==> config.mk <==
export PLATFORM = sky130hd
export DESIGN_NAME = band_mean_amplitude_meter_core_flat
export DESIGN_NICKNAME = d
export VERILOG_FILES = /design/src/bmam_pkg.sv /design/src/bmam_in_if.sv /design/src/bmam_out_if.sv /design/src/bmam_div.sv /design/src/band_mean_amplitude_meter_core.sv /design/src/flat_wrapper.sv
export VERILOG_INCLUDE_DIRS = /design/src /design/src/src
export SDC_FILE = /design/constraint.sdc
export NUM_CORES = 1
export LEC_CHECK = 0
export ABC_CLOCK_PERIOD_IN_PS = 10050
export BUFFER_PORTS_ARGS = -buffer_cell sky130_fd_sc_hd__buf_2
export CORE_MARGIN = 2
export CORE_UTILIZATION = 50
export CTS_BUF_LIST = sky130_fd_sc_hd__clkbuf_16
export DETAILED_ROUTE_END_ITERATION = 7
export PLACE_DENSITY = 0.64
export SETUP_SLACK_MARGIN = 0.2
export SYNTH_ARGS = -nofsm -noshare
export SYNTH_HDL_FRONTEND = slang
export SYNTH_SLANG_ARGS = --single-unit
==> constraint.sdc <==
create_clock -name clk_i -period 10.05 [get_ports clk_i]
set_input_delay 1.005 -clock clk_i [delete_from_list [all_inputs] [get_ports clk_i]]
set_output_delay 1.005 -clock clk_i [all_outputs]
set_load 0.05 [all_outputs]
==> src/band_mean_amplitude_meter_core_defines.svh <==
// Assertion helpers for the level meter. Clock clk_i and reset rst_ni are
// taken from the scope that uses them.
`ifndef BAND_MEAN_AMPLITUDE_METER_CORE_DEFINES_SVH
`define BAND_MEAN_AMPLITUDE_METER_CORE_DEFINES_SVH

// same-cycle implication
`define BMAM_ASSERT_NOW(label, ante, cons, msg) \
  label: assert property (@(posedge clk_i) disable iff (!rst_ni) (ante) |-> (cons)) \
    else $error(msg);

// next-cycle implication
`define BMAM_ASSERT_NEXT(label, ante, cons, msg) \
  label: assert property (@(posedge clk_i) disable iff (!rst_ni) (ante) |=> (cons)) \
    else $error(msg);

`endif

==> src/bmam_pkg.sv <==
`default_nettype none

package bmam_pkg;

  // buffer geometry
  localparam int unsigned SAMPLES_PER_BUFFER = 512;
  localparam int unsigned BAND_COUNT         = 16;
  localparam int unsigned BAND_LEN           = SAMPLES_PER_BUFFER / BAND_COUNT;

  // fixed field widths
  localparam int unsigned SAMPLE_W   = 16;
  localparam int unsigned FS_W       = 16;
  localparam int unsigned HEIGHT_W   = 8;
  localparam int unsigned BAND_NUM_W = 6;
  localparam int unsigned SUM_W      = 28;
  localparam int unsigned MEAN_W     = 16;
  localparam int unsigned PROD_W     = MEAN_W + HEIGHT_W;
  localparam int unsigned DIVISOR_W  = 16;

  // derived counter widths
  localparam int unsigned BUF_POS_W  = $clog2(SAMPLES_PER_BUFFER);
  localparam int unsigned BAND_POS_W = (BAND_LEN > 2) ? $clog2(BAND_LEN) : 1;
  localparam int unsigned BAND_W     = $clog2(BAND_COUNT + 1);

  // mean by reciprocal multiplication: exact floor for any SUM_W-bit sum
  localparam int unsigned BAND_LEN_NZ = (BAND_LEN == 0) ? 1 : BAND_LEN;
  localparam int unsigned MEAN_SHIFT  = SUM_W + $clog2(BAND_LEN_NZ);
  localparam int unsigned RECIP_W     = SUM_W + 1;
  localparam int unsigned MEAN_PROD_W = SUM_W + RECIP_W;
  localparam logic [RECIP_W-1:0] MEAN_RECIP =
    RECIP_W'(((64'd1 << MEAN_SHIFT) + 64'(BAND_LEN_NZ) - 64'd1) / 64'(BAND_LEN_NZ));

  // divider: one quotient bit per step
  localparam int unsigned DIV_STEPS = SUM_W;
  localparam int unsigned DIV_CNT_W = $clog2(DIV_STEPS);

  // configuration port
  localparam int unsigned CFG_IDX_W  = 1;
  localparam int unsigned CFG_DATA_W = 16;

  typedef enum logic [CFG_IDX_W-1:0] {
    CFG_FULL_SCALE = 1'b0,
    CFG_HEIGHT     = 1'b1
  } cfg_idx_e;

  typedef struct packed {
    logic                 start;
    logic [SUM_W-1:0]     dividend;
    logic [DIVISOR_W-1:0] divisor;
  } div_req_t;

endpackage

`default_nettype wire

==> src/bmam_in_if.sv <==
`default_nettype none

interface bmam_in_if;
  import bmam_pkg::*;

  logic                       valid;
  logic                       ready;
  logic signed [SAMPLE_W-1:0] left_sample;

  modport source (output valid, output left_sample, input ready);
  modport sink   (input valid, input left_sample, output ready);
endinterface

`default_nettype wire

==> src/bmam_out_if.sv <==
`default_nettype none

interface bmam_out_if;
  import bmam_pkg::*;

  logic                  valid;
  logic                  ready;
  logic [BAND_NUM_W-1:0] band_number;
  logic [HEIGHT_W-1:0]   bar_level;
  logic                  last_band;

  modport source (output valid, output band_number, output bar_level, output last_band,
                  input ready);
  modport sink   (input valid, input band_number, input bar_level, input last_band,
                  output ready);
endinterface

`default_nettype wire

==> src/bmam_div.sv <==
`default_nettype none

// Restoring divider, one quotient bit per cycle. done_o pulses once the
// quotient is final.
module bmam_div (
  input  logic                        clk_i,
  input  logic                        rst_ni,
  input  bmam_pkg::div_req_t          req_i,
  output logic                        done_o,
  output logic [bmam_pkg::SUM_W-1:0]  quot_o
);
  import bmam_pkg::*;

  logic                 busy_q;
  logic                 done_q;
  logic [DIV_CNT_W-1:0] cnt_q;
  logic [SUM_W-1:0]     quot_q;
  logic [DIVISOR_W-1:0] rem_q;
  logic [DIVISOR_W-1:0] divisor_q;

  logic [DIVISOR_W:0]   rem_sh;
  logic                 fits;
  logic [DIVISOR_W:0]   rem_nx;

  assign rem_sh = {rem_q, quot_q[SUM_W-1]};
  assign fits   = rem_sh >= {1'b0, divisor_q};
  assign rem_nx = fits ? (rem_sh - {1'b0, divisor_q}) : rem_sh;

  always_ff @(posedge clk_i or negedge rst_ni) begin
    if (!rst_ni) begin
      busy_q <= 1'b0;
      done_q <= 1'b0;
      cnt_q  <= '0;
    end else begin
      done_q <= 1'b0;
      if (req_i.start) begin
        busy_q <= 1'b1;
        cnt_q  <= '0;
      end else if (busy_q) begin
        cnt_q <= cnt_q + 1'b1;
        if (cnt_q == DIV_CNT_W'(DIV_STEPS - 1)) begin
          busy_q <= 1'b0;
          done_q <= 1'b1;
        end
      end
    end
  end

  always_ff @(posedge clk_i) begin
    if (req_i.start) begin
      quot_q    <= req_i.dividend;
      rem_q     <= '0;
      divisor_q <= req_i.divisor;
    end else if (busy_q) begin
      quot_q <= {quot_q[SUM_W-2:0], fits};
      rem_q  <= rem_nx[DIVISOR_W-1:0];
    end
  end

  assign done_o = done_q;
  assign quot_o = quot_q;

endmodule

`default_nettype wire

==> src/band_mean_amplitude_meter_core.sv <==
// A word that does not close a band is absorbed in its accept cycle.
// A word that closes a band gives its result through the sequencer: a
// reciprocal multiply for the mean, a step to launch the divide, the divider
// steps, a clamp and a load of the output register.
// Throughput: one word per cycle inside a band; the closing word holds ready
// low until its result is in the output register, longer while it is full.
// Reset (async, active low) clears counters, sequencer and output valid, and
// loads full scale 32768, height 64.
`default_nettype none

module band_mean_amplitude_meter_core (
  input  logic                            clk_i,
  input  logic                            rst_ni,
  input  logic                            cfg_we_i,
  input  logic [bmam_pkg::CFG_IDX_W-1:0]  cfg_idx_i,
  input  logic [bmam_pkg::CFG_DATA_W-1:0] cfg_data_i,
  bmam_in_if.sink                         in_i,
  bmam_out_if.source                      out_o
);
  import bmam_pkg::*;

  `include "band_mean_amplitude_meter_core_defines.svh"

  // Sequencer: IDLE takes words; MEAN forms the mean by reciprocal multiply,
  // MUL scales it and launches the divide, DIV divides by full scale,
  // OUT hands over.
  typedef enum logic [4:0] {
    S_IDLE = 5'b00001,
    S_MEAN = 5'b00010,
    S_MUL  = 5'b00100,
    S_DIV  = 5'b01000,
    S_OUT  = 5'b10000
  } state_e;

  state_e state_q, state_d;

  // configuration
  logic [FS_W-1:0]       fs_q;
  logic [HEIGHT_W-1:0]   height_q;
  logic [DIVISOR_W-1:0]  fs_eff;

  // band tracking
  logic [SUM_W-1:0]      band_sum_q;
  logic [BAND_POS_W-1:0] pos_band_q;
  logic [BAND_W-1:0]     cur_band_q;
  logic [BUF_POS_W-1:0]  pos_buf_q;

  // band result in flight
  logic [BAND_NUM_W-1:0] rep_band_q;
  logic                  rep_last_q;
  logic [SUM_W-1:0]      fin_sum_q;
  logic [MEAN_W-1:0]     mean_q;
  logic [HEIGHT_W-1:0]   level_q;

  // output register
  logic                  out_valid_q;
  logic [BAND_NUM_W-1:0] out_band_q;
  logic [HEIGHT_W-1:0]   out_level_q;
  logic                  out_last_q;

  logic                   accept;
  logic [SAMPLE_W-1:0]    raw;
  logic [SAMPLE_W-1:0]    mag;
  logic [SUM_W-1:0]       sum_nx;
  logic                   band_active;
  logic                   band_end;
  logic                   buf_end;
  logic                   slot_free;
  logic [MEAN_PROD_W-1:0] mean_prod;
  logic [PROD_W-1:0]      scaled;

  div_req_t              div_req;
  logic                  div_done;
  logic [SUM_W-1:0]      div_quot;

  // ---------------------------------------------------------------------
  // Configuration writes
  // ---------------------------------------------------------------------
  always_ff @(posedge clk_i or negedge rst_ni) begin
    if (!rst_ni) begin
      fs_q     <= FS_W'(32768);
      height_q <= HEIGHT_W'(64);
    end else if (cfg_we_i) begin
      unique case (cfg_idx_e'(cfg_idx_i))
        CFG_FULL_SCALE: fs_q     <= cfg_data_i[FS_W-1:0];
        CFG_HEIGHT:     height_q <= cfg_data_i[HEIGHT_W-1:0];
        default: ;
      endcase
    end
  end

  // full scale of zero behaves as one
  assign fs_eff = (fs_q == '0) ? DIVISOR_W'(1) : DIVISOR_W'(fs_q);

  // ---------------------------------------------------------------------
  // Word intake: magnitude and accumulate in the accept cycle
  // ---------------------------------------------------------------------
  assign accept   = in_i.valid && in_i.ready;
  assign in_i.ready = (state_q == S_IDLE);

  // most negative sample wraps to 0x8000, which is its magnitude
  assign raw    = in_i.left_sample;
  assign mag    = raw[SAMPLE_W-1] ? (~raw + 1'b1) : raw;
  assign sum_nx = band_sum_q + SUM_W'(mag);

  // bands of zero size never report; leftover words past the last band
  // only advance the buffer position
  assign band_active = (BAND_LEN != 0) && (cur_band_q < BAND_W'(BAND_COUNT));
  assign band_end    = band_active && (pos_band_q == BAND_POS_W'(BAND_LEN - 1));
  assign buf_end     = (pos_buf_q == BUF_POS_W'(SAMPLES_PER_BUFFER - 1));

  always_ff @(posedge clk_i or negedge rst_ni) begin
    if (!rst_ni) begin
      band_sum_q <= '0;
      pos_band_q <= '0;
      cur_band_q <= '0;
      pos_buf_q  <= '0;
    end else if (accept) begin
      if (band_active) begin
        if (band_end) begin
          band_sum_q <= '0;
          pos_band_q <= '0;
          cur_band_q <= cur_band_q + 1'b1;
        end else begin
          band_sum_q <= sum_nx;
          pos_band_q <= pos_band_q + 1'b1;
        end
      end
      if (buf_end) begin
        pos_buf_q  <= '0;
        band_sum_q <= '0;
        pos_band_q <= '0;
        cur_band_q <= '0;
      end else begin
        pos_buf_q <= pos_buf_q + 1'b1;
      end
    end
  end

  // ---------------------------------------------------------------------
  // Mean: sum times rounded-up reciprocal of the band length, then shift
  // ---------------------------------------------------------------------
  assign mean_prod = MEAN_PROD_W'(fin_sum_q) * MEAN_PROD_W'(MEAN_RECIP);

  // mean is at most 32768, so the scaled value fits PROD_W bits
  assign scaled = PROD_W'(mean_q) * PROD_W'(height_q);

  // ---------------------------------------------------------------------
  // Divider: scaled mean / full scale
  // ---------------------------------------------------------------------
  always_comb begin
    div_req.start    = (state_q == S_MUL);
    div_req.dividend = SUM_W'(scaled);
    div_req.divisor  = fs_eff;
  end

  bmam_div u_div (
    .clk_i  (clk_i),
    .rst_ni (rst_ni),
    .req_i  (div_req),
    .done_o (div_done),
    .quot_o (div_quot)
  );

  // ---------------------------------------------------------------------
  // Sequencer
  // ---------------------------------------------------------------------
  assign slot_free = !out_valid_q || out_o.ready;

  always_comb begin
    state_d = state_q;
    unique case (state_q)
      S_IDLE:  if (accept && band_end) state_d = S_MEAN;
      S_MEAN:  state_d = S_MUL;
      S_MUL:   state_d = S_DIV;
      S_DIV:   if (div_done) state_d = S_OUT;
      S_OUT:   if (slot_free) state_d = S_IDLE;
      default: state_d = S_IDLE;
    endcase
  end

  always_ff @(posedge clk_i or negedge rst_ni) begin
    if (!rst_ni) begin
      state_q <= S_IDLE;
    end else begin
      state_q <= state_d;
    end
  end

  // band payload and arithmetic results
  always_ff @(posedge clk_i) begin
    if (accept && band_end) begin
      rep_band_q <= BAND_NUM_W'(cur_band_q);
      rep_last_q <= (cur_band_q == BAND_W'(BAND_COUNT - 1));
      fin_sum_q  <= sum_nx;
    end
    if (state_q == S_MEAN) begin
      mean_q <= mean_prod[MEAN_SHIFT +: MEAN_W];
    end
    // clamp to the display height
    if (state_q == S_DIV && div_done) begin
      level_q <= (div_quot > SUM_W'(height_q)) ? height_q : div_quot[HEIGHT_W-1:0];
    end
  end

  // ---------------------------------------------------------------------
  // Output register
  // ---------------------------------------------------------------------
  always_ff @(posedge clk_i or negedge rst_ni) begin
    if (!rst_ni) begin
      out_valid_q <= 1'b0;
    end else if (state_q == S_OUT && slot_free) begin
      out_valid_q <= 1'b1;
    end else if (out_o.ready) begin
      out_valid_q <= 1'b0;
    end
  end

  always_ff @(posedge clk_i) begin
    if (state_q == S_OUT && slot_free) begin
      out_band_q  <= rep_band_q;
      out_level_q <= level_q;
      out_last_q  <= rep_last_q;
    end
  end

  assign out_o.valid       = out_valid_q;
  assign out_o.band_number = out_band_q;
  assign out_o.bar_level   = out_level_q;
  assign out_o.last_band   = out_last_q;

  // ---------------------------------------------------------------------
  // Assertions
  // ---------------------------------------------------------------------
  `BMAM_ASSERT_NOW(a_level_clamped, out_o.valid, out_o.bar_level <= height_q, "level over height")
  `BMAM_ASSERT_NOW(a_band_in_range, out_o.valid, {1'b0, out_o.band_number} < (BAND_NUM_W+1)'(BAND_COUNT), "band out of range")
  `BMAM_ASSERT_NEXT(a_band_end_starts, accept && band_end, state_q == S_MEAN, "band end not taken")
  `BMAM_ASSERT_NOW(a_no_done_idle, state_q == S_IDLE, !div_done, "divider finished while idle")

endmodule

`default_nettype wire

==> src/flat_wrapper.sv <==
// flat-port wrapper written by rule: the top's interface ports become plain ports
module band_mean_amplitude_meter_core_flat import bmam_pkg::*;
  (clk_i, rst_ni, cfg_we_i, cfg_idx_i, cfg_data_i, in_i_valid, in_i_left_sample, in_i_ready, out_o_valid, out_o_band_number, out_o_bar_level, out_o_last_band, out_o_ready);
  bmam_in_if in_i_i ();
  bmam_out_if out_o_i ();
  input  logic clk_i;
  input  logic rst_ni;
  input  logic cfg_we_i;
  input  logic [bmam_pkg::CFG_IDX_W-1:0] cfg_idx_i;
  input  logic [bmam_pkg::CFG_DATA_W-1:0] cfg_data_i;
  input wire logic [$bits(in_i_i.valid)-1:0] in_i_valid;
  input wire logic [$bits(in_i_i.left_sample)-1:0] in_i_left_sample;
  output wire logic [$bits(in_i_i.ready)-1:0] in_i_ready;
  output wire logic [$bits(out_o_i.valid)-1:0] out_o_valid;
  output wire logic [$bits(out_o_i.band_number)-1:0] out_o_band_number;
  output wire logic [$bits(out_o_i.bar_level)-1:0] out_o_bar_level;
  output wire logic [$bits(out_o_i.last_band)-1:0] out_o_last_band;
  input wire logic [$bits(out_o_i.ready)-1:0] out_o_ready;
  assign in_i_i.valid = in_i_valid;
  assign in_i_i.left_sample = in_i_left_sample;
  assign in_i_ready = in_i_i.ready;
  assign out_o_valid = out_o_i.valid;
  assign out_o_band_number = out_o_i.band_number;
  assign out_o_bar_level = out_o_i.bar_level;
  assign out_o_last_band = out_o_i.last_band;
  assign out_o_i.ready = out_o_ready;
  band_mean_amplitude_meter_core u_core (.clk_i(clk_i), .rst_ni(rst_ni), .cfg_we_i(cfg_we_i), .cfg_idx_i(cfg_idx_i), .cfg_data_i(cfg_data_i), .in_i(in_i_i), .out_o(out_o_i));
endmodule
======== Word-level counts from Yosys, hierarchy flattened ========
Cells that the tools add are included.
cells by class
  add/subtract/negate cells ............... 7
  $mul .................................... 1
  $lt $le $gt $ge ......................... 3
  eq/ne operators ......................... 12
  muxes and demuxes ....................... 29
  bitwise gates (word level) .............. 2
  reduce and logical (&&, ||, !) cells .... 17
operators with widths
  cell                   number
  $mux 28                3
  $mux 5                 11
  $mux 24                2
  $mux 16                2
  $add 28x16->28         1
  $gt 28x8->1            1
  $pmux 5 s5             1
  $mul 16x8->24          1
  $ge 17x16->1           1
  $add 16x1->16 const B  1
  $logic_not 16->1       1
  $not 16->16            1
  $sub 16x16->16         1
  $add 5x1->5 const B    3
  $eq 5x5->1 const B     3
  $eq 5x4->1 const B     2
  $add 9x1->9 const B    1
  $eq 9x9->1 const B     1
  $mux 9                 1
  $mux 1                 8
  $mux 8                 1
  $reduce_bool 2->1      4
  $reduce_and 2->1       3
  $reduce_and 3->1       2
  10 further kinds       15
storage, ports and cells
  bits in registers ....................... 209
  input port bits ......................... 38
  output and inout port bits .............. 17
  logic and storage cells ................. 94

======== Depth between registers and ports, before layout ========
Gate-level depths: netlist of the first run.
  word-level depth ........................ 7
  mapped depth ............................ 19
  depth with buffers taken out ............ 18

======== Cells and area by module ========
From an unflattened synthesis of the first run, not the netlist that was laid out.
second synthesis, totals
  cell total of the unflattened synthesis .. 1,305
  area, all modules ....................... 13,997.2 sq um
by module, submodules not included
  module                          times used  cells each  area each (sq um)
  band_mean_amplitude_meter_core  1           1,000       10,395.0
  bmam_div                        1           305         3,602.2

======== Least setup slack after synthesis of the first run ========
No wires, ideal clock.
  path kind ............................... reg2reg
  from .................................... register u_core.height_q[6]
  to ...................................... register u_core.u_div.quot_q[20], in the netlist u_core.u_div.quot_o[20], data pin
  arrival ................................. 5.124 ns
  required time ........................... 9.785 ns
  setup slack ............................. 4.662 ns
  cell stages (with the launch flop) ...... 19
  path buffers ............................ 1
  path through ............................ dfstp_2 > clkbuf_1 > nand2_1 > fa_1 > fa_1 > inv_1 > fa_1 > inv_1 > fa_1 > inv_1 > ha_1 > o21a_1 > o21a_1 > o32a_1 > a311o_1 > a311o_1 > a21oi_2 > mux2i_1 > o21ai_1
on the way
  cells in the longest elaborated chain, start to end .. 2
ends and longest elaborated chain
  element                   RTL line                               source
  start: declaration        band_mean_amplitude_meter_core.sv:39   logic [HEIGHT_W-1:0] height_q;
  start signal: assignment  band_mean_amplitude_meter_core.sv:86   CFG_HEIGHT: height_q <= cfg_data_i[HEIGHT_W-1:0];
  $mul 16x8->24             band_mean_amplitude_meter_core.sv:146  assign scaled = PROD_W'(mean_q) * PROD_W'(height_q);
  $mux 24                   bmam_div.sv:50                         if (req_i.start) begin
  end signal: assignment    bmam_div.sv:51                         quot_q <= req_i.dividend;
  end signal: assignment    bmam_div.sv:55                         quot_q <= {quot_q[SUM_W-2:0], fits};
  end: declaration          bmam_div.sv:17                         logic [SUM_W-1:0] quot_q;
No other way between the ends.
A chain may end at the register's enable or synchronous reset.

======== Worst setup path in the final report of the first run ========
  from .................................... register u_core.height_q[7]
  to ...................................... register u_core.u_div.quot_q[20], in the netlist u_core.u_div.quot_o[20], data pin
Same word-level chain as after synthesis.

==> results of run 1 <==
## registers in the layout, summed over array words and instances, names as in the netlist, 5 cells and up
register	flops
u_core.pos_band_q	5
u_core.rep_band_q	5
u_core.state_q	5
u_core.pos_buf_q	9
u_core.level_q	8
u_core.cur_band_q	5
u_core.fs_q	16
u_core.out_o.band_number	5
u_core.u_div.cnt_q	5
u_core.u_div.divisor_q	16
u_core.mean_q	16
u_core.u_div.rem_q	16
u_core.out_o.bar_level	8
u_core.u_div.quot_o	28
u_core.height_q	8
u_core.fin_sum_q	16
u_core.band_sum_q	21
## kinds of logic after synthesis
kind of cell / Yosys count / share of synthesized area (%)
compound gates: 268 / 12.61
xor+xnor: 66 / 4.215
fa+ha+maj: 178 / 20.95
buf+inv: 199 / 5.483
flops: 197 / 38.89
mux: 46 / 3.667
other cells: 1 / 0.02734
simple gates: 371 / 14.17
## worst paths after layout
check,slack [ps],to,cells past startpoint,from
min in group asynchronous,720,u_core.pos_buf_q[6],1,rst_ni
hold reg to reg,420,u_core.out_o.band_number[0],0,u_core.rep_band_q[0]
max in group asynchronous,8690,u_core.fs_q[9],1,rst_ni
setup / recovery,4400,u_core.u_div.quot_o[20],17,u_core.height_q[7]
setup reg to reg,4400,u_core.u_div.quot_o[20],17,u_core.height_q[7]
hold / removal,420,u_core.out_o.band_number[0],0,u_core.rep_band_q[0]
## layout make-up
class                   instances  area share [%]
clock buffers                  17           2.866
inverters                     142           3.591
repair buffers                 61           2.208
flip-flops and latches        197           35.93
clock inverters                15           1.079
well taps                     341           2.874
multi-input cells             930           51.45
## power by group through the flow
stage               sequential, mW  combinational [mW]  clock [mW]
finish                        1.02                1.57       0.672
global route                  1.04                1.78       0.721
global placement              1.04                1.54           0
floorplan                     1.00                1.27           0
detailed placement            1.04                1.56           0
CTS                           1.02                1.57       0.687
## critical path, delay by kind of cell, from the launching register on
family                   cells  cell delay (ps)
AO/OA/AOI/OAI                7             1650
adder cells (fa/ha/maj)      5             2470
buffers and inverters        3              140
flip-flops                   1              720
multiplexers                 1              210
AND/OR/NAND/NOR              1              170
## routing by layer
layer / vias to the layer above / wire [um]
met3: 22 / 943
met4: 0 / 335
met5: - / 0
met2: 143 / 13160
li1: 4608 / -
met1: 4482 / 14030
## layout by cell type (no fill, tap or decap), types with 9 or more instances in the layout
cell type  instances
inv_1            141
a21oi_1           48
a22o_1            14
nand3_1           12
clkbuf_16         17
mux2i_1           12
nor2_1            42
xor2_1            27
a31oi_1           16
nand2b_1          12
buf_2             52
dfrtp_1           74
dfxtp_1           20
o21a_1            12
ha_1              92
nand4_1           12
nor3_1            16
nor2b_1           14
a21o_1            24
xnor2_1           39
nor4_1            10
o21ai_0           86
edfxtp_1         100
buf_4              9
nand2_1          104
and3_1            13
and2_1           111
mux2_2            34
fa_1              86
==> summary.md, run 1 <==
| Metric | Value |
|---|---|
| Hold WC Path Type | `reg2reg` |
| Top-count cell post-synth | `inv_1` |
| Synth Flop Type | `edfxtp_1` |
| Final setup fails | `0` |
| Pre-CTS setup slack | `4422 ps` |
| Vias/cell | `5.435` |
| Met3 usage | `3.521%` |
| Clock share of power | `20.6%` |
| Hold buffers post-CTS | `0` |
| Synth-to-layout area growth | `8.228%` |
| Final setup skew | `13.48 ps` |
| Grt met1 use | `30.09%` |
| Initial antenna violation count | `0` |
| Leak | `6.589 nW` |
| Sequential share of power | `31.4%` |
| Initial core utilization | `50.89%` |
| Placement Rows | `60` |
| Top achievable clock speed | `177.0 MHz` |
| Die Ht | `169.6 um` |
| Critical path required time | `10220 ps` |
| Critical path type | `reg2reg` |
| Clock Sinks | `197` |
| DIE WIDTH | `169.6 um` |
| Net switching fraction of the power | `39.19%` |
| Max stage delay cell, worst path | `dfrtp_1` |
| First-pass DRT Iterations | `5` |
| Fin crit period | `5649 ps` |
| N_diodes | `0` |
| Yosys cell types | `70` |
| Final #Nets | `1565` |
| CTS tree | `yes` |
| Area of the core | `26950 sq um` |
| CP peak stage delay | `720 ps` |
| Most instantiated cells after synthesis | `inv_1, and2_1, nand2_1` |
| H-tree depth | `4` |
| Power consumption | `3.262 mW` |
| Startpoint Class | `flip-flop` |
| Total Routed Length | `28460 um` |
| Top cell type by total area after synthesis | `edfxtp_1` |
| Vias | `9255` |
| Pin count of the biggest net entering global routing | `78` |
| WL per Instance | `16.71 um` |
| Worst-Skew Late Latency | `450 ps` |
| Post-Route Utilization | `55.08%` |
| Placed cells | `1671` |
| Overall routing resource usage | `20.92%` |
| Grt peak-use layer | `met2` |
| Vias in the first global route | `9353` |
| Internal power | `1.984 mW` |
| Async set-reset flop share out of synthesis | `39.09%` |
| Final Non-Filler Cells | `1703` |
| Main area contributors after synthesis | `edfxtp_1, dfrtp_1, fa_1` |
| Syn_area_per_cell | `10.34 sq um` |
| Crit path max fanout | `19` |
| Routability congestion estimate from global placement | `0.8580` |
| Sw Pwr | `1.278 mW` |
| TNS Setup | `0 ps` |
| Multi-input gate area | `7637 sq um` |
| Slew HR | `25.94%` |
| Syn_nets | `1542` |
| Post-DRT Antenna Nets | `0` |
| Post-synth top area share | `21.89%` |
| Placed instance area | `14260 sq um` |
| Detail Placement HPWL | `21150 um` |
| FILL cells | `2359` |
| Layout cells sized above 1 | `10.21%` |
| Maxcap violations | `0` |
| IO Count | `55` |
| Max rail drop VDD | `0.0001328 V` |
| Worst hold margin | `418.9 ps` |
| CP Capture Type | `flip-flop` |
| First-pass GRT wire length | `47600 um` |
| PortBufs | `53` |
| Total gr overflow | `0` |
| Die footprint | `28770 sq um` |
| Drt initial violations | `612` |
| Crit path cell chain | `nand2_1 -> fa_1 -> fa_1 -> inv_1 -> fa_1 -> inv_1 -> fa_1 -> inv_1 -> ha_1 -> o21a_1 -> o21a_1 -> o32a_1 -> a311o_1 -> a311o_1 -> a21oi_2 -> mux2i_1 -> o21ai_1` |
| Most used cell, CP | `fa_1` |
| Final Hold Viols | `0` |
| Synthesized cell area | `13720 sq um` |
| Total CTS buffers | `17` |
| Post-CTS setup buffers | `0` |
| Register area | `5334 sq um` |
| EDFF count, synth | `100` |
| Clock Tree Root | `clkbuf_16` |
| Sequential area share after synthesis | `38.89%` |
| Yosys Warn Count | `0` |
| Clock-pin slew on the worst setup and hold paths | `80 ps` |
| Worst Max-Slew Pin Slew | `1110 ps` |
| RSZ-0062 raised after global routing | `false` |
| Status | `complete, no violations` |
| Yosys reg bits | `197` |
| Drt drc | `0` |
| Final critical-path setup slack | `4401 ps` |
| Comb power frac | `48.0%` |
| Tcrit/Tclk final | `56.21%` |
| Max clock buf depth | `2` |
| Met2 Resource Use GR | `33.52%` |
| Data arrival time of the critical path | `5820 ps` |
| PD cells | `219.8 nW/um^2` |
| Post-CTS resize count | `0` |
| Cell area after layout | `14840 sq um` |
| Pins Over Slew Limit | `0` |
| Post-Synthesis Cells | `1326` |
No activity file was read; power rests on OpenSTA's default activity.
==> run 2, diff against run 1 <==
--- a/config.mk
+++ b/config.mk
@@ -6,7 +6,8 @@
 export SDC_FILE = /design/constraint.sdc
 export NUM_CORES = 1
 export LEC_CHECK = 0
-export ABC_CLOCK_PERIOD_IN_PS = 10050
+export ABC_AREA = 1
+export ABC_CLOCK_PERIOD_IN_PS = 5300
 export BUFFER_PORTS_ARGS = -buffer_cell sky130_fd_sc_hd__buf_2
 export CORE_MARGIN = 2
 export CORE_UTILIZATION = 50
==> constraint.sdc (replaced) <==
create_clock -name clk_i -period 5.3 [get_ports clk_i]
set_input_delay 0.53 -clock clk_i [delete_from_list [all_inputs] [get_ports clk_i]]
set_output_delay 0.53 -clock clk_i [all_outputs]
set_load 0.05 [all_outputs]
==> summary.md, run 2 <==
| Metric | Value |
|---|---|
| Internal power | `3.508 mW` |
| Vias | `11.70k` |
| Fin crit period | `4795 ps` |
| Post-DRT Antenna Nets | `0` |
| Overall routing resource usage | `22.84%` |
| Hold Path Origin | `out_o_ready` |
| RR Endpoint | `u_core.u_div.quot_o[12]` |
| Max reg flops | `28` |
| Critical path's top delay family | `adder cells` |
| Final setup skew | `20.46 ps` |
| Max stage delay cell, worst path | `dfstp_4` |
| Top cell type by total area after synthesis | `edfxtp_1` |
| Most common cell after layout, fill and taps aside | `nand2_1` |
| CP Capture Type | `flip-flop` |
| Post-Synthesis Cells | `1932` |
| Sequential area share after synthesis | `35.28%` |
| Drt initial violations | `677` |
| Comb power frac | `50.6%` |
| Synthesized cell area | `15120 sq um` |
| Detail Placement HPWL | `26390 um` |
| FF-to-FF path depth | `18` |
| Die footprint | `31640 sq um` |
| Reg2reg start | `u_core.height_q[6]` |
| TNS Setup | `0 ps` |
| Sw Pwr | `2.909 mW` |
| Area of the core | `29720 sq um` |
| Hold WC Path Type | `in2reg` |
| Startpoint Class | `flip-flop` |
| EDFF count, synth | `100` |
| DIE WIDTH | `177.9 um` |
| Final Non-Filler Cells | `2348` |
| Leak | `8.786 nW` |
| Placed instance area | `15620 sq um` |
| Most used cell, CP | `nand2_1` |
| Net switching fraction of the power | `45.33%` |
| First-pass DRT Iterations | `5` |
| Final setup fails | `0` |
| Initial core utilization | `50.87%` |
| Max clock buf depth | `2` |
| Layout cells sized above 1 | `7.354%` |
| Final Hold Viols | `0` |
| CP peak stage delay | `760 ps` |
| Worst Hold Path Cells | `2` |
| Max rail drop VDD | `0.0002306 V` |
| Initial antenna violation count | `0` |
| Total CTS buffers | `17` |
| Total Routed Length | `33660 um` |
| Syn_area_per_cell | `7.825 sq um` |
| Pins Over Slew Limit | `0` |
| Register-to-register setup slack | `500 ps` |
| PortBufs | `53` |
| Yosys Warn Count | `0` |
| Clock-pin slew on the worst setup and hold paths | `90 ps` |
| Placed cells | `2315` |
| WL per Instance | `14.33 um` |
| Async set-reset flop share out of synthesis | `39.09%` |
| Power consumption | `6.417 mW` |
| Clock Sinks | `197` |
| Post-synth top area share | `19.86%` |
| Placement Rows | `63` |
| Die Ht | `177.9 um` |
| RSZ-0062 raised after global routing | `true` |
| Most instantiated cells after synthesis | `nand2_1, inv_1, nand3_1` |
| Post-CTS setup buffers | `0` |
| Crit path max fanout | `19` |
| Tcrit/Tclk final | `90.48%` |
| Synth-to-layout area growth | `7.855%` |
| CTS tree | `yes` |
| Final #Nets | `2161` |
| Most frequent cells in the layout | `nand2_1, inv_1, nand3_1` |
| Yosys cell types | `58` |
| Critical path type | `reg2reg` |
| Status | `complete, no violations` |
| Worst Max-Slew Pin Slew | `946.6 ps` |
| Vias in the first global route | `11.98k` |
| Worst hold margin | `279.1 ps` |
| Total gr overflow | `0` |
| Data arrival time of the critical path | `5010 ps` |
| Critical path required time | `5510 ps` |
| Routability congestion estimate from global placement | `0.9138` |
| Hold Path End | `u_core.out_o.valid` |
| Clock Tree Root | `clkbuf_16` |
| PD cells | `393.6 nW/um^2` |
| Yosys reg bits | `197` |
| Syn_nets | `2148` |
| Drt drc | `0` |
| Crit path cell chain | `nand2_1 -> fa_1 -> fa_1 -> inv_1 -> fa_1 -> inv_1 -> fa_1 -> inv_1 -> ha_1 -> nand2_1 -> inv_1 -> nand2_1 -> nand2_1 -> nand2_1 -> nand3_1 -> or2_2 -> nand3_1 -> nand2_1` |
| IO Count | `55` |
| Vias/cell | `4.984` |
| First-pass GRT wire length | `57220 um` |
| H-tree depth | `4` |
| N_diodes | `0` |
| Cell area after layout | `16300 sq um` |
| Worst path bufs/invs | `4` |
| Sequential share of power | `27.3%` |
| Maxcap violations | `0` |
| Synth Flop Type | `edfxtp_1` |
| Clock share of power | `22.1%` |
| Slew HR | `36.90%` |
| Top-count cell post-synth | `nand2_1` |
| Main area contributors after synthesis | `edfxtp_1, nand2_1, dfrtp_1` |
| Pin count of the biggest net entering global routing | `71` |
| Top achievable clock speed | `208.5 MHz` |
| Worst-Skew Late Latency | `470 ps` |
run 2: changes by cell type after synthesis, sizes merged, moves of 14 or more:
cell,delta
a21o,-24
a31oi,-16
nand3,+115
and2,-95
o21ai,-18
mux2,-26
inv,+280
nor2,+40
nand2,+472
buf,+23
xnor2,-23
nor2b,-14
run 2: cell families after synthesis:
| family | count (synthesis) | synth area share [%] |
|---|---|---|
| other | 1 | 0.02481 |
| adder cells (fa/ha/maj) | 178 | 19.00 |
| AO/OA/AOI/OAI | 149 | 5.430 |
| buffers and inverters | 490 | 12.61 |
| multiplexers | 8 | 0.5960 |
| AND/OR/NAND/NOR | 873 | 24.96 |
| XOR/XNOR | 36 | 2.086 |
| flip-flops | 197 | 35.28 |
run 2: worst reg2reg max path: stages, from the launching register on:
cell and delay, ps:
dfstp_4 760, nand2_1 110, fa_1 500, fa_1 540, inv_1 50, fa_1 530
inv_1 50, fa_1 530, inv_1 40, ha_1 350, nand2_1 160, inv_1 90
nand2_1 70, nand2_1 90, nand2_1 80, nand3_1 130, or2_2 310, nand3_1 90
nand2_1 60
run 2: worst max-delay path by stage:
stage	end	slack (ps)	from	depth (start not counted)
after floorplan	u_core.u_div.quot_o[12]	590	u_core.height_q[6]	20
after global placement	u_core.u_div.quot_o[12]	440	u_core.height_q[7]	18
after detailed placement	u_core.u_div.quot_o[12]	370	u_core.height_q[7]	18
after CTS	u_core.u_div.quot_o[12]	360	u_core.height_q[7]	18
after global routing	u_core.u_div.quot_o[21]	200	u_core.height_q[6]	15
final	u_core.u_div.quot_o[12]	500	u_core.height_q[6]	18
run 2: cell type report:
| cell class | instances | area (sq um) |
|---|---|---|
| flip-flops and latches | 197 | 5344 |
| clock buffers | 17 | 425.4 |
| clock inverters | 15 | 235.2 |
| inverters | 422 | 1592 |
| repair buffers | 62 | 337.8 |
| fillers | 2756 | 13410 |
| multi-input cells | 1245 | 7883 |
| well taps | 390 | 488.0 |
run 2: power by group through the flow:
stage | Combinational, mW | Sequential (mW) | Clock [mW]
3_3_place_gp | 3.17 | 1.78 | 0
3_5_place_dp | 3.20 | 1.78 | 0
2_1_floorplan | 2.46 | 1.73 | 0
5_1_grt | 3.73 | 1.76 | 1.51
4_1_cts | 3.23 | 1.75 | 1.45
6_report | 3.25 | 1.75 | 1.42
run 2: per-stage QoR:
stage,setup WS (ps),util [%]
final,504.7,54.87
after global routing,196.2,54.87
after CTS,358.7,54.83
after detailed placement,367.6,52.57
after global placement,436.1,52.57
after floorplan,591.3,-
run 2: repair_timing:
item,CTS,global route
hold buffers,1,0
gates resized for setup,0,6
endpoints found under the hold margin,7,0
endpoints found under the setup margin,0,5
run 2: layer usage:
metal | wire [um] | up-vias | track usage, %
li1 | - | 5975 | -
met1 | 15600 | 5452 | 29.64
met2 | 16020 | 224 | 39.55
met3 | 1302 | 52 | 3.578
met4 | 730 | 0 | 6.387
met5 | 0 | - | 0
